## config.mk

```make
export PLATFORM = sky130hd
export DESIGN_NAME = lrmp_mat_ram
export DESIGN_NICKNAME = d
export VERILOG_FILES = /design/src/design/lrmp_pkg.sv /design/src/design/lrmp_mat_ram.sv
export SDC_FILE = /design/constraint.sdc
export NUM_CORES = 1
export LEC_CHECK = 0
export ABC_AREA = 1
export BUFFER_PORTS_ARGS = -buffer_cell sky130_fd_sc_hd__buf_2
export CAP_MARGIN = 10
export CORE_AREA = 2 2 327 329
export DETAILED_ROUTE_END_ITERATION = 7
export DIE_AREA = 0 0 329 331
export PLACE_DENSITY = 0.52
export SLEW_MARGIN = 10
export SYNTH_ARGS = -nofsm -noshare
export SYNTH_HDL_FRONTEND = slang
export SYNTH_SLANG_ARGS = --single-unit
```

## constraint.sdc

```tcl
create_clock -name clk_i -period 4.39 [get_ports clk_i]
set_input_delay 0.439 -clock clk_i [delete_from_list [all_inputs] [get_ports clk_i]]
set_output_delay 0.439 -clock clk_i [all_outputs]
set_load 0.01 [all_outputs]
```

## src/design/lrmp_pkg.sv

```systemverilog
// lrmp_pkg: types, constants and small helpers for the recurrence term engine
// no dependencies; imported by the channel interfaces and every lrmp module
`timescale 1ns / 1ps

package lrmp_pkg;

  localparam int unsigned INDEX_BITS = 31;
  localparam int unsigned VALUE_BITS = 30;

  // modulus and barrett constant floor(2^60 / p)
  localparam logic [VALUE_BITS-1:0] MODULUS = 30'd1000000007;
  localparam logic [63:0] BarrettWide = (64'd1 << 60) / 64'd1000000007;
  localparam logic [30:0] BARRETT_M = BarrettWide[30:0];

  // three matrix slots of nine entries each
  localparam int unsigned MAT_ENTRIES = 9;
  localparam int unsigned MEM_DEPTH = 3 * MAT_ENTRIES;
  localparam int unsigned ADDR_BITS = $clog2(MEM_DEPTH);

  // index of the last init write: identity into slot 0, companion into slot 1
  localparam logic [4:0] INIT_LAST = 5'd17;
  // row-sum sequencing: three reads, then the hand-off to the output register
  localparam logic [4:0] SUM_DONE = 5'd4;
  localparam logic [4:0] SUM_LAST_RD = 5'd3;

  typedef logic [VALUE_BITS-1:0] value_t;
  typedef logic [INDEX_BITS-1:0] index_t;
  typedef logic [ADDR_BITS-1:0] addr_t;
  typedef logic [1:0] slot_t;
  typedef logic [3:0] mat_idx_t;

  typedef enum logic [2:0] {
    S_IDLE,
    S_INIT,
    S_CHECK,
    S_ISSUE,
    S_WAIT,
    S_SUM
  } state_e;

  // travels with every product through the multiplier pipeline
  typedef struct packed {
    logic     first;  // k == 0, starts a new dot product
    logic     last;   // k == 2, dot product complete
    logic     done;   // last entry of the matrix product
    mat_idx_t dest;   // destination entry inside the slot
  } mul_tag_t;

  function automatic value_t addmod(input value_t a, input value_t b);
    logic [VALUE_BITS:0] s;
    s = {1'b0, a} + {1'b0, b};
    if (s >= {1'b0, MODULUS}) begin
      s = s - {1'b0, MODULUS};
    end
    return s[VALUE_BITS-1:0];
  endfunction

  function automatic mat_idx_t mat_idx(input logic [1:0] row, input logic [1:0] col);
    return {2'b00, row} * 4'd3 + {2'b00, col};
  endfunction

  function automatic addr_t slot_base(input slot_t s);
    addr_t b;
    case (s)
      2'd0:    b = addr_t'(0);
      2'd1:    b = addr_t'(MAT_ENTRIES);
      2'd2:    b = addr_t'(2 * MAT_ENTRIES);
      default: b = addr_t'(0);
    endcase
    return b;
  endfunction

  // the slot held by neither the accumulator nor the base
  function automatic slot_t free_slot(input slot_t acc, input slot_t base);
    return 2'd3 - acc - base;
  endfunction

  // identity at 0..8, companion [[1,0,1],[1,0,0],[0,1,0]] at 9..17
  function automatic value_t init_word(input logic [4:0] idx);
    value_t w;
    case (idx)
      5'd0, 5'd4, 5'd8:            w = value_t'(1);
      5'd9, 5'd11, 5'd12, 5'd16:   w = value_t'(1);
      default:                     w = '0;
    endcase
    return w;
  endfunction

endpackage

```

## src/design/lrmp_mat_ram.sv

```systemverilog
// lrmp_mat_ram: matrix store, three slots of nine words, one write and two
// registered read ports; depends on lrmp_pkg
`timescale 1ns / 1ps

module lrmp_mat_ram (
  input  logic             clk_i,
  input  logic             we_i,
  input  lrmp_pkg::addr_t  waddr_i,
  input  lrmp_pkg::value_t wdata_i,
  input  lrmp_pkg::addr_t  raddr_a_i,
  input  lrmp_pkg::addr_t  raddr_b_i,
  output lrmp_pkg::value_t rdata_a_o,
  output lrmp_pkg::value_t rdata_b_o
);
  import lrmp_pkg::*;

  value_t mem [MEM_DEPTH];
  value_t rdata_a_q;
  value_t rdata_b_q;

  always_ff @(posedge clk_i) begin
    if (we_i) begin
      mem[waddr_i] <= wdata_i;
    end
  end

  always_ff @(posedge clk_i) begin
    rdata_a_q <= mem[raddr_a_i];
    rdata_b_q <= mem[raddr_b_i];
  end

  assign rdata_a_o = rdata_a_q;
  assign rdata_b_o = rdata_b_q;

endmodule

```

Word-level counts from Yosys, hierarchy flattened
Memories as Yosys holds them, arrays and structs flattened. A register that Yosys moved wholly into a read port is not among the register bits. Cells that the tools add are included.

Muxes and demuxes: 2.

Operators by type and width (count): $mux W1 (2).

Register bits after elaboration: 0. Bits in writable memories: 810. Input bits: 47. Output and inout bits: 60. Word-level logic and storage cells: 3. Memories kept: 1.

Memories: mem (words 27, bits a word 30, read ports 2, clocked after memory_dff 2, wr ports 1, RTL line lrmp_mat_ram.sv:17) `value_t mem [MEM_DEPTH];`.

Depth between registers and ports, before layout
Depth after elaboration: 2. Gate-level depth with buffers: 12. Mapped depth without buffers: 9.

Worst setup path before layout
No wires, ideal clock.

Path kind: input -> register. Start: input waddr_i[1]. End: memory mem[0][0] (netlist bit), enable pin. Setup time: 0.417 ns. Arrival: 1.989 ns. Path slack: 1.984 ns. Stages: 3. Cells stage by stage: inv_1 nand3_1 nor2_1.

RTL lines: start: declaration (RTL line lrmp_mat_ram.sv:8) `input lrmp_pkg::addr_t waddr_i,`; end: declaration (RTL line lrmp_mat_ram.sv:17).

No word-level cell before the write port.

Final worst setup path
Start: input waddr_i[0]. End: memory mem[6][20] (netlist bit), enable pin.

No word-level cell before the write port.

==> results.tsv <==
stage	metric	value	unit
min_path	hold_path_end	mem[3][11]	
final_layout	syn2layout_area_growth	12.5	%
yosys	synth_fa_ha_area_share	0	%
power_and_ir_drop	seqPwrFrac	47.5	%
die	io_pins	107	
drt	firstDrtPassIters	6	
drt	wl_met3	14.0	mm
yosys	syn-cell-area	0.0417	mm2
power_and_ir_drop	leakagePower	18.5	nW
clock_network	cts.sinks	870	
die	die_height	331	um
critical_path	setup.worst_path.end_class	flop	
sta	rsz0062_at_grt	no	
clock_network	path_clk_slew	0.06	ns
yosys	synthTopCellsByArea	edfxtp_1 (58%), nand2_1 (20%), nand3_1 (13%)	
critical_path	startpoint_type	primary input	
global_route	grt_pass1_wl	227	mm
drt	drc	0	
yosys	synth.area.mux_share	0	%
yosys	yosysSeqAreaShare	61.1	%
die	core.rowCount	119	
run	max_cap_viol_count	0	
drt	routed.top_layer	met5	
critical_path	r2r_start	mem[4][16]	
yosys	ys_top_cells_by_count	nand2_1 (2184), nand3_1 (1115), edfxtp_1 (810)	
yosys	synthXorXnorAreaFrac	0	%
sta	hold_viol_final	0	
clock_network	numCtsBuffers	97	
drt	antenna_left	0	
sta	layout_min_cycle_time	2.16	ns
yosys	yosysTopAreaCellShare	58.3	%
critical_path	crit_required	4.74	ns
yosys	synth_seq_cells	870	
min_path	hold_start	wdata_i[11]	
clock_network	cts_tree	done	
die	fp.dieArea	0.109	mm2
power_and_ir_drop	switching_share	25.1	%
die	coreArea	0.105	mm2
critical_path	reg2reg_depth	8	
yosys	syn-num-nets	4730	
critical_path	crit_fanout	19	
global_route	grt_pass1_vias	33100	
yosys	syn_inst	4683	
placed_design	portBuffers	106	
yosys	avgSynthCellArea	8.91	um2
sta	fin_skew	0.0234	ns
yosys	synth.distinct_cells	15	
critical_path	crit_arrival	2.51	ns
min_path	hold_path_class	primary input to flop	
min_path	holdPathStages	1	
sta	final.setup.tns	0	ns
yosys	synth.most_common_cell	nand2_1	
critical_path	r2r_end	rdata_a_o[16]	
outcome	status	finished clean	
sta	slew_headroom	23.8	%
global_route	antenna_found_initial	10	
yosys	synth_flop_cell	edfxtp_1	
clock_network	clockRootBuffer	clkbuf_16	
yosys	async_reset_ff_share	0	%
critical_path	reg2reg_slack	2.99	ns
yosys	synth_top_family_by_area	simple AND/OR/NAND/NOR gates	
drt	route.met2.wl	69.5	mm
sta	fmax	464	MHz
drt	drtIter0Drc	4241	
power_and_ir_drop	ir_worst_vdd	0.000278	V
global_route	grt_max_degree	154	
clock_network	post_cts_buffers	0	
clock_network	cts_hold_buffers	0	
final_layout	drive_gt1_share	7.97	%
clock_network	cts.repair.resized	0	
final_layout	final_util	44.8	%
power_and_ir_drop	clkPwrFrac	42.7	%
die	start_util	39.8	%
drt	wl_met1	67.4	mm
global_route	grt_overflow_total	0	
global_route	grt_util_all_layers	28.4	%
yosys	synth_edf_count	810	
placed_design	gp_congestion	0.796	
yosys	synthSimpleGateAreaFrac	33.2	%
final_layout	fin_nets	4683	
power_and_ir_drop	p_comb_share	9.8	%
drt	wirelength	156	mm
yosys	yosysWarnings	0	
power_and_ir_drop	p_per_area	418	mW/mm2
drt	viasPerCell	5.72	
clock_network	clockBufferDepth	3	
sta	worst-slew-pin-transition	1.14	ns
critical_path	critical_path_class	primary input to flop	
yosys	yosys.area.top_type	edfxtp_1	
drt	vias	34900	
die	die_w	329	um
sta	drv_slew	0	
clock_network	htree_num_levels	3	
sta	timing.final.crit_share	49.1	%
drt	wl_per_cell	25.5	um
yosys	synth_compound_area_share	1.73	%
clock_network	clk-insertion-delay-late	0.69	ns
power_and_ir_drop	power.switching	4.94	mW
power_and_ir_drop	p_int	14.7	mW
sta	setup_viol	0	
placed_design	hpwl	79.0	mm
## cell type report
class | instances | area (um2)
Antenna cell | 2 | 5.00
Clock buffer | 133 | 2730
Clock inverter | 47 | 509
Fill cell | 10100 | 58000
Inverter | 15 | 96.3
Multi-Input combinational cell | 3458 | 14800
Sequential cell | 870 | 25500
Tap cell | 1391 | 1740
Timing Repair Buffer | 194 | 1570
## cell usage in the layout, fill, tap and decap left out, drive strengths merged
| master | Yosys | layout |
|---|---|---|
| a21oi | 72 | 72 |
| buf | 251 | 192 |
| bufinv | 0 | 11 |
| clkbuf | 89 | 135 |
| clkinv | 0 | 32 |
| clkinvlp | 0 | 2 |
| dfxtp | 60 | 60 |
| diode | 0 | 2 |
| edfxtp | 810 | 810 |
| inv | 15 | 17 |
| nand2 | 2184 | 2184 |
| nand3 | 1115 | 1115 |
| nor2 | 27 | 27 |
| o211ai | 24 | 24 |
| o21ai | 36 | 36 |
## logic make-up after synthesis
logic type             Yosys count
buffers and inverters          355
flip-flops                     870
AO/OA/AOI/OAI                  132
AND/OR/NAND/NOR               3326
## routing by layer
| layer | global-route usage [%] | vias to the layer above |
|---|---|---|
| li1 | - | 15800 |
| met5 | 0 | - |
| met4 | 9.21 | 4 |
| met3 | 4.22 | 291 |
| met1 | 40.9 | 17000 |
| met2 | 44.2 | 1864 |
## per-stage QoR
step	cells	power (mW)	setup slack, ns	hold slack, ns	instance area, um2
finish	6110	19.6	2.23	0.228	47000
global route	6109	20.2	2.26	0.235	47000
CTS	6108	19.7	2.30	0.197	47000
detailed placement	5928	11.4	1.59	0.569	43700
global placement	5928	11.4	1.61	0.560	43700
floorplan	4683	10.6	1.98	0.538	41700
## worst max-delay path, stage by stage
cell and delay (ns):
buf_2 0.11, inv_1 0.06, nand3_1 0.57, nor2_4 0.96, buf_12 0.34
## how the worst max path moves through the flow
| stage | from | end | cells past startpoint |
|---|---|---|---|
| 2_1_floorplan | waddr_i[1] | mem[0][0] | 3 |
| 3_3_place_gp | waddr_i[0] | mem[6][24] | 5 |
| 3_5_place_dp | waddr_i[0] | mem[6][7] | 5 |
| 4_1_cts | waddr_i[0] | mem[6][20] | 5 |
| 5_1_grt | waddr_i[0] | mem[6][17] | 5 |
| 6_report | waddr_i[0] | mem[6][20] | 5 |
## flip-flops by register name, summed over array words and instances (netlist names)
signal	cells
mem	810
rdata_a_o	30
rdata_b_o	30
## power groups by stage
stage               Combinational (mW)  Sequential, mW  Clock, mW
finish                            1.92            9.33       8.38
global route                      2.10            9.34       8.79
CTS                               1.91            9.33       8.50
detailed placement                1.90            9.50          0
global placement                  1.90            9.50          0
floorplan                         1.09            9.48          0
Power figures use the tool's default switching activity.
