<file path="src/design/lrmp_pkg.sv">
// lrmp_pkg: types, constants and small helpers for the recurrence term engine
// no dependencies; imported by the channel interfaces and every lrmp module
`timescale 1ns / 1ps

package lrmp_pkg;

  localparam int unsigned INDEX_BITS = 31;
  localparam int unsigned VALUE_BITS = 30;

  // modulus and barrett constant floor(2^60 / p)
  localparam logic [VALUE_BITS-1:0] MODULUS = 30'd1000000007;
  localparam logic [63:0] BarrettWide = (64'd1 << 60) / 64'd1000000007;
  localparam logic [30:0] BARRETT_M = BarrettWide[30:0];

  // three matrix slots of nine entries each
  localparam int unsigned MAT_ENTRIES = 9;
  localparam int unsigned MEM_DEPTH = 3 * MAT_ENTRIES;
  localparam int unsigned ADDR_BITS = $clog2(MEM_DEPTH);

  // index of the last init write: identity into slot 0, companion into slot 1
  localparam logic [4:0] INIT_LAST = 5'd17;
  // row-sum sequencing: three reads, then the hand-off to the output register
  localparam logic [4:0] SUM_DONE = 5'd4;
  localparam logic [4:0] SUM_LAST_RD = 5'd3;

  typedef logic [VALUE_BITS-1:0] value_t;
  typedef logic [INDEX_BITS-1:0] index_t;
  typedef logic [ADDR_BITS-1:0] addr_t;
  typedef logic [1:0] slot_t;
  typedef logic [3:0] mat_idx_t;

  typedef enum logic [2:0] {
    S_IDLE,
    S_INIT,
    S_CHECK,
    S_ISSUE,
    S_WAIT,
    S_SUM
  } state_e;

  // travels with every product through the multiplier pipeline
  typedef struct packed {
    logic     first;  // k == 0, starts a new dot product
    logic     last;   // k == 2, dot product complete
    logic     done;   // last entry of the matrix product
    mat_idx_t dest;   // destination entry inside the slot
  } mul_tag_t;

  function automatic value_t addmod(input value_t a, input value_t b);
    logic [VALUE_BITS:0] s;
    s = {1'b0, a} + {1'b0, b};
    if (s >= {1'b0, MODULUS}) begin
      s = s - {1'b0, MODULUS};
    end
    return s[VALUE_BITS-1:0];
  endfunction

  function automatic mat_idx_t mat_idx(input logic [1:0] row, input logic [1:0] col);
    return {2'b00, row} * 4'd3 + {2'b00, col};
  endfunction

  function automatic addr_t slot_base(input slot_t s);
    addr_t b;
    case (s)
      2'd0:    b = addr_t'(0);
      2'd1:    b = addr_t'(MAT_ENTRIES);
      2'd2:    b = addr_t'(2 * MAT_ENTRIES);
      default: b = addr_t'(0);
    endcase
    return b;
  endfunction

  // the slot held by neither the accumulator nor the base
  function automatic slot_t free_slot(input slot_t acc, input slot_t base);
    return 2'd3 - acc - base;
  endfunction

  // identity at 0..8, companion [[1,0,1],[1,0,0],[0,1,0]] at 9..17
  function automatic value_t init_word(input logic [4:0] idx);
    value_t w;
    case (idx)
      5'd0, 5'd4, 5'd8:            w = value_t'(1);
      5'd9, 5'd11, 5'd12, 5'd16:   w = value_t'(1);
      default:                     w = '0;
    endcase
    return w;
  endfunction

endpackage

</file>
<file path="src/design/lrmp_mulmod.sv">
// lrmp_mulmod: pipelined modular multiplier (a * b mod p), barrett reduction,
// six stages, one product per cycle; depends on lrmp_pkg
`timescale 1ns / 1ps

module lrmp_mulmod (
  input  logic               clk_i,
  input  logic               rst_ni,
  input  logic               in_valid_i,
  input  lrmp_pkg::value_t   a_i,
  input  lrmp_pkg::value_t   b_i,
  input  lrmp_pkg::mul_tag_t tag_i,
  output logic               out_valid_o,
  output lrmp_pkg::value_t   r_o,
  output lrmp_pkg::mul_tag_t tag_o
);
  import lrmp_pkg::*;

  localparam int unsigned Stages = 6;

  logic [Stages-1:0] valid_q;
  mul_tag_t          tag_q [Stages];

  logic [59:0] prod1_q;
  logic [31:0] lo2_q;
  logic [30:0] quot2_q;
  logic [31:0] lo3_q;
  logic [31:0] qp3_q;
  logic [31:0] rem4_q;
  logic [31:0] rem5_q;
  value_t      rem6_q;

  logic [61:0] quot_full;
  logic [60:0] qp_full;
  logic [31:0] rem5_d;
  logic [31:0] rem6_d;

  assign quot_full = 62'(prod1_q[59:29]) * 62'(BARRETT_M);
  assign qp_full   = 61'(quot2_q) * 61'(MODULUS);

  // barrett leaves the remainder below 3p, two conditional subtracts finish it
  assign rem5_d = (rem4_q >= 32'(MODULUS)) ? rem4_q - 32'(MODULUS) : rem4_q;
  assign rem6_d = (rem5_q >= 32'(MODULUS)) ? rem5_q - 32'(MODULUS) : rem5_q;

  always_ff @(posedge clk_i or negedge rst_ni) begin
    if (!rst_ni) begin
      valid_q <= '0;
    end else begin
      valid_q <= {valid_q[Stages-2:0], in_valid_i};
    end
  end

  always_ff @(posedge clk_i) begin
    tag_q[0] <= tag_i;
    for (int s = 1; s < Stages; s++) begin
      tag_q[s] <= tag_q[s-1];
    end
    prod1_q <= 60'(a_i) * 60'(b_i);
    lo2_q   <= prod1_q[31:0];
    quot2_q <= quot_full[61:31];
    lo3_q   <= lo2_q;
    qp3_q   <= qp_full[31:0];
    rem4_q  <= lo3_q - qp3_q;
    rem5_q  <= rem5_d;
    rem6_q  <= rem6_d[VALUE_BITS-1:0];
  end

  assign out_valid_o = valid_q[Stages-1];
  assign r_o         = rem6_q;
  assign tag_o       = tag_q[Stages-1];

endmodule

</file>
<file path="config.mk">
export PLATFORM = sky130hd
export DESIGN_NAME = lrmp_mulmod
export DESIGN_NICKNAME = d
export VERILOG_FILES = /design/src/design/lrmp_pkg.sv /design/src/design/lrmp_mulmod.sv
export SDC_FILE = /design/constraint.sdc
export NUM_CORES = 2
export LEC_CHECK = 0
export BUFFER_PORTS_ARGS = -buffer_cell sky130_fd_sc_hd__buf_2
export CAP_MARGIN = 20
export CORE_UTILIZATION = 35
export CTS_BUF_LIST = sky130_fd_sc_hd__clkbuf_2
export CTS_CLUSTER_SIZE = 20
export DETAILED_ROUTE_END_ITERATION = 8
export PLACE_DENSITY_LB_ADDON = 0.25
export SETUP_SLACK_MARGIN = 0.02
export SLEW_MARGIN = 5
export SYNTH_ARGS = -nofsm -noshare
export SYNTH_HDL_FRONTEND = slang
export SYNTH_SLANG_ARGS = --single-unit
</file>
<file path="constraint.sdc">
create_clock -name clk_i -period 6.8 [get_ports clk_i]
set_clock_uncertainty 0.1 [all_clocks]
set_input_delay 1.02 -clock clk_i [delete_from_list [all_inputs] [get_ports clk_i]]
set_output_delay 1.02 -clock clk_i [all_outputs]
set_load 0.01 [all_outputs]
</file>
* After elaboration in Yosys (flattened, before gate mapping) *
Memories as Yosys holds them, arrays and structs flattened.
Cells that the tools add are included.

storage, ports and cells
  memories kept = 1
  register bits after elaboration = 287
  bits in writable memories = 42
  input bits = 70
  output and inout port bits = 38

operators by class
  mux-type cells = 2
  add/subtract/negate cells = 3
  multipliers = 3
  magnitude comparators = 2

memory list
  name   depth  bits a word  rd ports  clocked after memory_dff  write ports  RTL line           text
  tag_q  6      7            6         0                         6            lrmp_mulmod.sv:21  mul_tag_t tag_q [Stages];

operators with widths
  cell                    number
  $ge 32x30->1 const B    2
  $mul 30x30->60          1
  $mul 31x28->59 const B  1
  $mul 31x30->32 const B  1
  $mux 32                 1
  $sub 32x30->32 const B  1
  $sub 32x32->32          1
  $mux 30                 1
  $sub 30x30->30 const B  1

* Longest topological paths before layout *
  depth after elaboration = 2
  gate-level depth with buffers = 29
  depth with buffers taken out = 28

* Worst setup path before layout *
OpenSTA, ideal clock, no wires.

  path kind = input port to flip-flop
  from = input b_i[21]
  to = register prod1_q[59]
  arrival = 7733 ps
  path buffers = 2
  stages on the path = 27
  required time = 6577 ps
  slack = -1156 ps
  path through = clkbuf_1 > nand2_1 > fa_1 > inv_1 > fa_1 > inv_1 > fa_1 > inv_1 > fa_1 > fa_1 > fa_1 > fa_1 > inv_1 > fa_1 > inv_1 > ha_1 > buf_2 > a21o_1 > a21o_1 > a211oi_2 > o21bai_1 > a311oi_2 > a21oi_2 > o41ai_4 > nor4_2 > o31ai_2 > xnor2_1

on the way
  cells in the longest elaborated chain, start to end = 1

RTL lines
  what                  RTL line           text
  from (decl)           lrmp_mulmod.sv:10  input lrmp_pkg::value_t b_i,
  $mul 30x30->60        lrmp_mulmod.sv:57  prod1_q <= 60'(a_i) * 60'(b_i);
  to (signal assigned)  lrmp_mulmod.sv:57
  to (decl)             lrmp_mulmod.sv:23  logic [59:0] prod1_q;

No other way between the ends.

* Final worst setup path *
  from = input b_i[7]
  to = register prod1_q[53]

Same word-level chain as after synthesis.

==> impl_metrics.env <==
export IMPL_ys_warnings_count=0
export IMPL_postSynth_asyncResetShare_pct=1.82
export IMPL_vias_per_cell=4.60
export IMPL_synthToLayoutAreaGrowth_pct=17.4
export IMPL_slew_violations=0
export IMPL_worstRegToRegCells=22
export IMPL_io_buffers=107
export IMPL_syn_inst=6039
export IMPL_synth_area_mm2=0.0592
export IMPL_row_count=150
export IMPL_dieHeight_um=413
export IMPL_tns_ps=-3030
export IMPL_cp_required_ps=7720
export IMPL_crit_path_max_incr_delay_ps=570
export IMPL_core_area_mm2=0.168
export IMPL_synth_xor_xnor_area_share_pct=3.17
export IMPL_synth_seq_area_share_pct=11.2
export IMPL_synth_top_family_by_area="adder cells"
export IMPL_synthMuxAreaShare_pct=0.0698
export IMPL_path_clk_slew_ps=100
export IMPL_worstSetupPathType="input pin to flip-flop"
export IMPL_synth_edf_count=0
export IMPL_synth_ff_type="dfxtp_1"
export IMPL_status="finished, violations left"
export IMPL_dp_hpwl_um=134000
export IMPL_min_period_ps=7050
export IMPL_clockRootBuffer="clkbuf_2"
export IMPL_fin_crit_sh_pct=104
export IMPL_rsz0062_at_grt="yes"
export IMPL_syn_nets=8128
export IMPL_syn_mean_instance_area_um2=9.80
export IMPL_path_delay_family="adder cells"
export IMPL_ys_ff_latch=329
export IMPL_cp_end_kind="flip-flop"
export IMPL_slowest_stage="fa_1"
export IMPL_hold_violations=0
export IMPL_placed_cells=8743
export IMPL_grt_max_degree=24
export IMPL_holdPathStages=0
export IMPL_worst_pin_slew_ps=990
export IMPL_routedWlPerCell_um=16.9
export IMPL_worst_path_buf_inv=7
export IMPL_fmax_mhz=142
export IMPL_start_util_pct=35.3
export IMPL_cp_arrival_ps=7970
export IMPL_yosysUniqueCellTypes=79
export IMPL_vias=41148
export IMPL_gp_congestion=0.891
export IMPL_crit_fanout=11
export IMPL_first_pass_iters=5
export IMPL_grtUsageTotal_pct=18.1
export IMPL_cts_made_buffers=81
export IMPL_synth_compound_area_share_pct=5.23
export IMPL_cts_tree="yes"
export IMPL_fillers=16524
export IMPL_worst_setup_path_start_kind="input pin"
export IMPL_hold_path_class="flip-flop to flip-flop"
export IMPL_cap_viol_max_count=0
export IMPL_yosys_area_share_simple_pct=11.4
export IMPL_nNetsFinal=8763
export IMPL_cts_max_path_buffers=3
export IMPL_synthAdderAreaFrac_pct=58.2
export IMPL_io_pins=108
export IMPL_drive_above_1_share_pct=16.9
export IMPL_layout_cells_non_filler=8949
export IMPL_slew_headroom_pct=32.3
export IMPL_die_x_um=413
export IMPL_postRouteAntennaNets=0
export IMPL_antenna_found_initial=5
export IMPL_violations="negative setup slack"
export IMPL_grt_pass1_wl_um=245000
export IMPL_drt_iter0_markers=1645
export IMPL_die_area_mm2=0.171
export IMPL_first_global_vias=45403
export IMPL_cts_sinks=329
export IMPL_path_common_cell="fa_1"
export IMPL_htree_levels=3
export IMPL_setup_viol=17
export IMPL_routed_wl_um=151000
export IMPL_finalWorstSetupSlack_ps=-248
export IMPL_route_detailed_drc=0
export IMPL_worstSkewPairLatency_ps=1090
export IMPL_overflow=0
export IMPL_worstSetupPathDepth=26
## metal layers
layer  GRT usage [%]  part of all wire (%)  vias to the layer above
li1                -                     -                    19522
met1            24.8                    47                    20810
met2            31.2                    48                      671
met3            1.61                   3.2                      139
met4            3.65                   2.0                        6
met5               0                 0.027                        -
## worst register-to-register path, cell delays in order (launching register included)
cell,delay [ps]
dfxtp_4,390
fa_1,530
fa_1,390
fa_1,460
fa_1,500
inv_1,60
fa_1,490
inv_1,50
fa_1,540
fa_1,450
ha_4,290
nand4_1,110
or2_4,300
or3_4,350
a2111oi_4,350
a31oi_4,80
a211oi_2,230
buf_4,160
buf_6,90
o211ai_1,110
a31oi_2,280
nand4b_1,130
o211ai_1,120
## kinds of logic after synthesis
kind of cell | Yosys count
AND/OR/NAND/NOR | 1322
buffers and inverters | 1693
adder cells (fa/ha/maj) | 2019
XOR/XNOR | 214
multiplexers | 4
AO/OA/AOI/OAI | 458
flip-flops | 329
## layout make-up
cell class	instances	area [um2]	area share [%]
flip-flops and latches	329	6660	9.59
clock buffers	110	551	0.792
diodes	5	12.5	0.0180
multi-input cells	4017	47400	68.2
inverters	1501	5630	8.11
repair buffers	744	6270	9.03
well taps	2204	2760	3.97
clock inverters	39	234	0.337
## what timing repair did
item | CTS | global route
buffers inserted | 16 | 24
setup endpoints to repair | 41 | 49
pin swaps | 98 | 98
hold buffers | 9 | 0
endpoints found under the hold margin | 14 | 0
gates cloned | 0 | 4
gates resized for setup | 235 | 175
## registers in the layout (all words and copies together), names as in the netlist
signal and flops:
lo3_q 32, rem4_q 32, rem5_q 32, quot2_q 31, qp3_q 32, r_o 30, tag_q 42, lo2_q 32
prod1_q 60, valid_q 6
## synthesized netlist by cell type (4+ instances only)
cell / number / area share (%)
a2111o_1: 4 / 0.076
a211o_1: 4 / 0.059
a211oi_1: 11 / 0.14
a21o_1: 73 / 0.93
a21oi_1: 135 / 1.1
a221o_1: 4 / 0.068
a221oi_1: 5 / 0.074
a31o_2: 4 / 0.059
a31oi_1: 21 / 0.22
and2_1: 530 / 5.6
and3_1: 17 / 0.18
and4_1: 4 / 0.059
buf_2: 4 / 0.034
clkbuf_1: 187 / 1.2
dfrtp_1: 6 / 0.25
dfxtp_1: 323 / 11
fa_1: 1224 / 41
ha_1: 795 / 17
inv_1: 1501 / 9.5
nand2_1: 481 / 3.1
nand2b_1: 16 / 0.17
nand3_1: 47 / 0.40
nand3b_1: 7 / 0.089
nand4_1: 19 / 0.20
nand4b_1: 4 / 0.059
nor2_1: 109 / 0.69
nor2b_1: 24 / 0.25
nor3_1: 31 / 0.26
nor4_1: 10 / 0.11
o2111ai_1: 8 / 0.12
o211ai_1: 14 / 0.18
o21a_1: 16 / 0.20
o21ai_0: 63 / 0.53
o21ai_1: 15 / 0.13
o21ai_2: 4 / 0.059
o21bai_1: 19 / 0.24
o31ai_1: 6 / 0.076
or2_2: 5 / 0.053
or3_1: 7 / 0.074
xnor2_1: 158 / 2.3
xor2_1: 56 / 0.83
## final timing paths
check	start	endpoint	slack, ps
worst min register to register	prod1_q[26]$_DFF_P_	lo2_q[26]$_DFF_P_	200
worst min-delay path	prod1_q[26]$_DFF_P_	lo2_q[26]$_DFF_P_	200
worst max register to register	prod1_q[41]$_DFF_P_	quot2_q[16]$_DFF_P_	90
min in group asynchronous	rst_ni	valid_q[3]$_DFF_PN0_	240
max in group asynchronous	rst_ni	valid_q[1]$_DFF_PN0_	6210
worst max-delay path	b_i[7]	prod1_q[53]$_DFF_P_	-250
## cell usage in the layout, fill, tap and decap left out, types with 10 or more instances in the layout
| master | synthesis | layout |
|---|---|---|
| dfxtp_1 | 323 | 305 |
| o211ai_1 | 14 | 14 |
| inv_1 | 1501 | 1465 |
| buf_6 | 0 | 67 |
| nand2_1 | 481 | 477 |
| nor3_1 | 31 | 26 |
| dfxtp_4 | 0 | 10 |
| inv_2 | 0 | 37 |
| nand2b_1 | 16 | 16 |
| a211oi_1 | 11 | 10 |
| a21o_1 | 73 | 73 |
| and2_4 | 0 | 29 |
| buf_2 | 4 | 60 |
| nor2_1 | 109 | 102 |
| ha_4 | 0 | 24 |
| o21ai_1 | 15 | 14 |
| nor2b_1 | 24 | 24 |
| a21oi_2 | 2 | 15 |
| o21ai_0 | 63 | 56 |
| ha_1 | 795 | 769 |
| clkinv_1 | 0 | 23 |
| o21bai_1 | 19 | 17 |
| o21ai_2 | 4 | 10 |
| xnor2_1 | 158 | 152 |
| a21oi_1 | 135 | 115 |
| nand4_1 | 19 | 19 |
| and2_1 | 530 | 501 |
| fa_2 | 0 | 64 |
| buf_12 | 0 | 36 |
| buf_4 | 0 | 560 |
| o21a_1 | 16 | 16 |
| and3_1 | 17 | 15 |
| fa_1 | 1224 | 1160 |
| xor2_1 | 56 | 56 |
| a31oi_1 | 21 | 18 |
| clkbuf_2 | 0 | 110 |
| nand3_1 | 47 | 46 |
## metrics by stage
stage | hold slack, ps | area (um2) | utilization [%] | setup slack (ps)
4_1_cts | 72.6 | 68500 | 40.9 | -85.9
5_1_grt | 152 | 69500 | 41.5 | -412
2_1_floorplan | 210 | 59600 | - | -1010
3_5_place_dp | 212 | 66700 | 39.8 | -1640
6_report | 201 | 69500 | 41.5 | -248
3_3_place_gp | 210 | 66700 | 39.8 | -1610
Power is left out: the tool's default activity adds up to more than one toggle a clock period on the data nets, which glitch-free logic cannot reach.
